`config.mk`:
```
export PLATFORM = sky130hd
export DESIGN_NAME = rfb_mem
export DESIGN_NICKNAME = d
export VERILOG_FILES = /design/src/rtl/rfb_pkg.sv /design/src/rtl/rfb_mem.sv
export SDC_FILE = /design/constraint.sdc
export NUM_CORES = 1
export LEC_CHECK = 0
export ABC_AREA = 1
export BUFFER_PORTS_ARGS = -buffer_cell sky130_fd_sc_hd__clkbuf_2
export CAP_MARGIN = 20
export CELL_PAD_IN_SITES_DETAIL_PLACEMENT = 0
export CELL_PAD_IN_SITES_GLOBAL_PLACEMENT = 1
export CORE_UTILIZATION = 46
export DETAILED_ROUTE_END_ITERATION = 7
export GPL_ROUTABILITY_DRIVEN = 0
export MAX_ROUTING_LAYER = met4
export PLACE_DENSITY_LB_ADDON = 0.2
export SLEW_MARGIN = 10
export SYNTH_ARGS = -nofsm -noshare
export SYNTH_HDL_FRONTEND = slang
export SYNTH_SLANG_ARGS = --single-unit
```
`constraint.sdc`:
```
create_clock -name clk -period 1.36 [get_ports clk]
set_input_delay 0.136 -clock clk [delete_from_list [all_inputs] [get_ports clk]]
set_output_delay 0.136 -clock clk [all_outputs]
set_load 0.01 [all_outputs]
```
`src/rtl/rfb_pkg.sv`:
```
`default_nettype none
// ----------------------------------------------------------------------------
// Register file with bypass: shared definitions
// Types, field widths and register encodings used by the register file and
// its storage arrays.
// ----------------------------------------------------------------------------
package rfb_pkg;

	localparam int IDX_W = 5;
	localparam int DATA_W = 32;
	localparam int CNT_W = 7;

	localparam int CFG_W = 11;
	localparam int CFG_IDX_W = 2;
	localparam int MAX_SLOTS = 4;

	localparam int BIND_VLD_BIT = 10;
	localparam int BIND_SPC_LSB = 5;
	localparam int BIND_GEN_LSB = 0;

	localparam int PORT_A = 0;
	localparam int PORT_B = 1;
	localparam int PORT_C = 2;
	localparam int PORT_D = 3;
	localparam int PORT_DEST = 4;
	localparam int PORT_PAIR_A = 5;
	localparam int PORT_PAIR_B = 6;
	localparam int PORT_BIND = 7;
	localparam int NUM_GPORTS = 8;

	localparam int RES_SPECIAL = 7;
	localparam int NUM_RES = 8;

	typedef logic [IDX_W-1:0] idx_t;
	typedef logic signed [DATA_W-1:0] data_t;
	typedef logic [CFG_W-1:0] bind_t;
	typedef logic [CNT_W-1:0] cnt_t;

	typedef struct packed {
		logic en;
		idx_t addr;
		data_t data;
	} wr_req_t;

	typedef struct packed {
		logic valid;
		logic special;
		idx_t idx;
		data_t data;
	} cur_wr_t;

endpackage
`default_nettype wire

```
`src/rtl/rfb_mem.sv`:
```
`default_nettype none
// ----------------------------------------------------------------------------
// Register file with bypass: storage array
// One write port and one registered read port. Per-entry valid bits are
// cleared by reset, so an entry that was never written reads as zero.
// ----------------------------------------------------------------------------
module rfb_mem #(
	parameter int DEPTH = 32
) (
	input  logic            clk,
	input  logic            arst_n,
	input  rfb_pkg::wr_req_t wr,
	input  logic            rd_en,
	input  rfb_pkg::idx_t   rd_addr,
	output rfb_pkg::data_t  rd_data
);
	import rfb_pkg::*;

	localparam int AW = (DEPTH > 1) ? $clog2(DEPTH) : 1;

	data_t mem [DEPTH];
	logic [DEPTH-1:0] vld_q;
	data_t rd_q;
	logic [AW-1:0] wa;
	logic [AW-1:0] ra;

	assign wa = wr.addr[AW-1:0];
	assign ra = rd_addr[AW-1:0];

	always_ff @(posedge clk) begin
		if (wr.en) begin
			mem[wa] <= wr.data;
		end
	end

	always_ff @(posedge clk or negedge arst_n) begin
		if (!arst_n) begin
			vld_q <= '0;
		end else if (wr.en) begin
			vld_q[wa] <= 1'b1;
		end
	end

	always_ff @(posedge clk) begin
		if (rd_en) begin
			rd_q <= vld_q[ra] ? mem[ra] : '0;
		end
	end

	assign rd_data = rd_q;

endmodule
`default_nettype wire

```
==> Implementation_results.wiki <==
{| class="wikitable"
! Metric !! Value
|-
| Run status || finished with violations
|-
| Violations in the final reports || setup timing
|-
| Share of the yosys chip area belonging to registers || 71.8%
|-
| Worst hold slack across all endpoints || 0.0489 ns
|-
| DRT Wirelength || 135 mm
|-
| Cells after synthesis || 4125
|-
| Cell total after placement || 5591
|-
| Final setup slack of the worst path || -0.214 ns
|-
| Clk pin slew, worst setup/hold paths || 0.06 ns
|-
| Worst Path Required || 1.22 ns
|-
| Power per unit of standard cell area || 1370 nW/um^2
|-
| Number of nets produced by synthesis || 4171
|-
| DRT iter0 DRCs || 3078
|-
| Num Clock Sinks || 1088
|-
| Highest net fanout along the worst path || 1
|-
| Slowest library cell on the worst path || edfxtp_1
|-
| Worst clock skew on the final layout || 0.0236 ns
|-
| Number of pins exceeding their max-slew limit in the final report || 0
|-
| Flip-flop and latch count after synthesis || 1088
|-
| Pin count of the biggest net entering global routing || 51
|-
| Number of nets in the final layout || 4484
|-
| Type of the worst setup path || register to primary output
|-
| Yosys warnings || 0
|-
| X dimension of the die || 316 um
|-
| Critical path data arrival time || 1.44 ns
|-
| Tot GR Track Use || 28.4%
|-
| Cell Count, Final, Fillers Out || 5810
|-
| Final Hold Viols || 0
|-
| RSZ-0062 raised after global routing || true
|-
| Transition time at the pin with the least slew margin || 0.672 ns
|-
| Number of nets with antenna violations after routing || 0
|-
| Seq. cell area || 32500 um^2
|-
| Overall Power || 75.1 mW
|-
| Fillers || 8098
|-
| Highest achievable clock rate || 635 MHz
|-
| Netlist Area Pre-Place || 45300 um^2
|-
| Vertical die dimension || 316 um
|-
| Critical path capture point type || primary output
|-
| Placement Setup Slack || -0.532 ns
|-
| Synth unique cells || 18
|-
| Worst-Skew Late Latency || 0.70 ns
|-
| Maximum number of buffers from clock root to sink || 3
|-
| Total clock buffers created by CTS || 113
|-
| Final worst path period share || 116%
|-
| Series of cell instances along the critical path || clkbuf_2
|-
| Die area || 99700 um^2
|-
| Clock tree from TritonCTS || built
|-
| Vias in the first global route || 29.1k
|-
| Area growth syn-to-layout || 21.3%
|-
| Row count || 114
|-
| Area post-placement || 50900 um^2
|-
| Multi-input logic area || 10800 um^2
|-
| Wire length of the first global-routing pass || 198 mm
|-
| Critical Path Source Type || register
|-
| Number of primary I/O pins || 78
|-
| VDD IR-drop max || 0.00116 V
|-
| Highest cell delay on the worst timing path || 0.52 ns
|-
| Crit path buf inv count || 1
|-
| Max-cap violations || 0
|-
| CTS root buffer || clkbuf_16
|-
| Gate family responsible for the most delay along the worst path || flip-flops
|-
| Setup violators final || 61
|-
| Per-cell routed wire length || 23.2 um
|-
| Top-area cell type share of the netlist area || 70.0%
|-
| Final standard cell utilization of the core || 56.5%
|-
| Path category of the worst min-delay check || input pin to register
|-
| Sum of negative setup slack || -8.32 ns
|-
| Count of vias placed by the detailed router || 30.8k
|-
| Grt total ovfl || 0
|-
| Cell types occupying the most area after synthesis || edfxtp_1 (70%), nand2_1 (13%), nand3_1 (7.1%)
|-
| Initial antenna violation count || 5
|-
| Initial DRT Pass Iterations || 6
|-
| Fin crit period || 1.57 ns
|-
| Count of unresolved DRC violations after routing || 0
|-
| Post-synthesis cell type with the largest combined area || edfxtp_1
|-
| Total core area || 97100 um^2
|-
| Port Buf Inserts || 77
|-
| Average vias per placed instance || 5.29
|-
| Starting utilization of the core area || 46.6%
|-
| Final std cell area, no fill || 54900 um^2
|-
| Number of levels the H-tree was split into || 3
|-
| Max-slew headroom || 55.2%
|-
| Dpl hpwl || 83.8 mm
|-
| Mapped Avg Cell Area || 11.0 um^2
|-
| Fraction of layout cells with a size suffix above 1 || 15.5%
|-
| Lkg Pwr || 22.0 nW
|}
==> worst min-delay path, delay by kind of cell <==
kind | cells | cell delay, ns
buf+inv | 1 | 0.12
simple gates | 2 | 0.32
==> Yosys cell counts <==
library cell,n
clkbuf_1,67
nor2_2,30
buf_6,6
nand2_1,1544
inv_2,1
edfxtp_1,1056
or2_2,32
buf_4,45
nand3_1,644
nor2_1,162
o21ai_0,64
buf_2,69
inv_1,328
nand2_4,1
inv_4,1
dfrtp_1,32
nand3_2,2
buf_1,41
==> where the power goes <==
part / total [mW] / internal, mW / switching [mW]
clock network: 31.4 / 18.6 / 12.8
logic: 5.86 / 2.13 / 3.73
registers: 37.8 / 37.5 / 0.325
total: 75.1 / 58.2 / 16.9
==> path summary, 6_finish.rpt <==
path | from | end | slack (ns) | cells after the start
max | rd_data[1]$_SDFFCE_PN0P_ | rd_data[1] | -0.21 | 1
min | wr[34] | mem[28][18]$_DFFE_PP_ | 0.05 | 3
max reg2reg | vld_q[2]$_DFFE_PN0P_ | rd_data[28]$_SDFFCE_PN0P_ | -0.18 | 9
min reg2reg | vld_q[4]$_DFFE_PN0P_ | vld_q[4]$_DFFE_PN0P_ | 0.46 | 1
max in group asynchronous | arst_n | vld_q[28]$_DFFE_PN0P_ | 0.93 | 3
min in group asynchronous | arst_n | vld_q[9]$_DFFE_PN0P_ | 0.06 | 3
==> area by class of cell <==
class,count,area share (%)
flip-flops and latches,1088,59.2
multi-input cells,2479,19.7
repair buffers,426,8.95
clock buffers,143,5.47
well taps,1276,2.91
inverters,330,2.34
clock inverters,65,1.36
diodes,3,0.0137
==> per-layer routing <==
| metal | vias up | global-route usage, % | wire [um] |
|---|---|---|---|
| met1 | 15149 | 40.1 | 59900 |
| met4 | 0 | 6.73 | 2670 |
| met2 | 1020 | 44.1 | 63700 |
| met3 | 179 | 3.38 | 8620 |
| li1 | 14411 | - | - |
| met5 | - | - | 0 |
==> layout by cell type (no fill, tap or decap) <==
cell,n
nand2_1,1544
edfxtp_1,1056
nand3_1,632
inv_1,320
buf_4,195
buf_12,146
nor2_1,128
clkbuf_16,115
clkbuf_2,71
o21ai_0,64
nor2_4,48
or2_2,32
dfrtp_1,32
clkbuf_1,26
clkinv_1,23
clkinv_2,20
nor2_2,16
bufinv_16,16
nand3_4,11
clkinvlp_4,7
dlygate4sd3_1,5
buf_8,5
diode_2,3
nand3_2,3
inv_6,3
clkbuf_8,3
buf_6,3
inv_16,2
clkinv_8,2
inv_8,1
inv_2,1
nand2_8,1
==> state kept, by name (all words and copies together) (netlist names) <==
register,cells
vld_q,32
rd_data,32
mem,1024
==> kinds of logic after synthesis <==
logic type             synth area share [%]
DFF                                    71.8
AOI/OAI and AO/OA                     0.707
and+or+nand+nor                        22.2
buffers and inverters                  5.29
==> timing repair <==
item	4_1_cts	5_1_grt
endpoints found under the hold margin	129	0
resized for setup	30	7
pin swaps	7	3
setup buffers	5	1
hold buffers	5	0
cloned	2	0
endpoints found under the setup margin	64	64
Power figures use the tool's default switching activity.
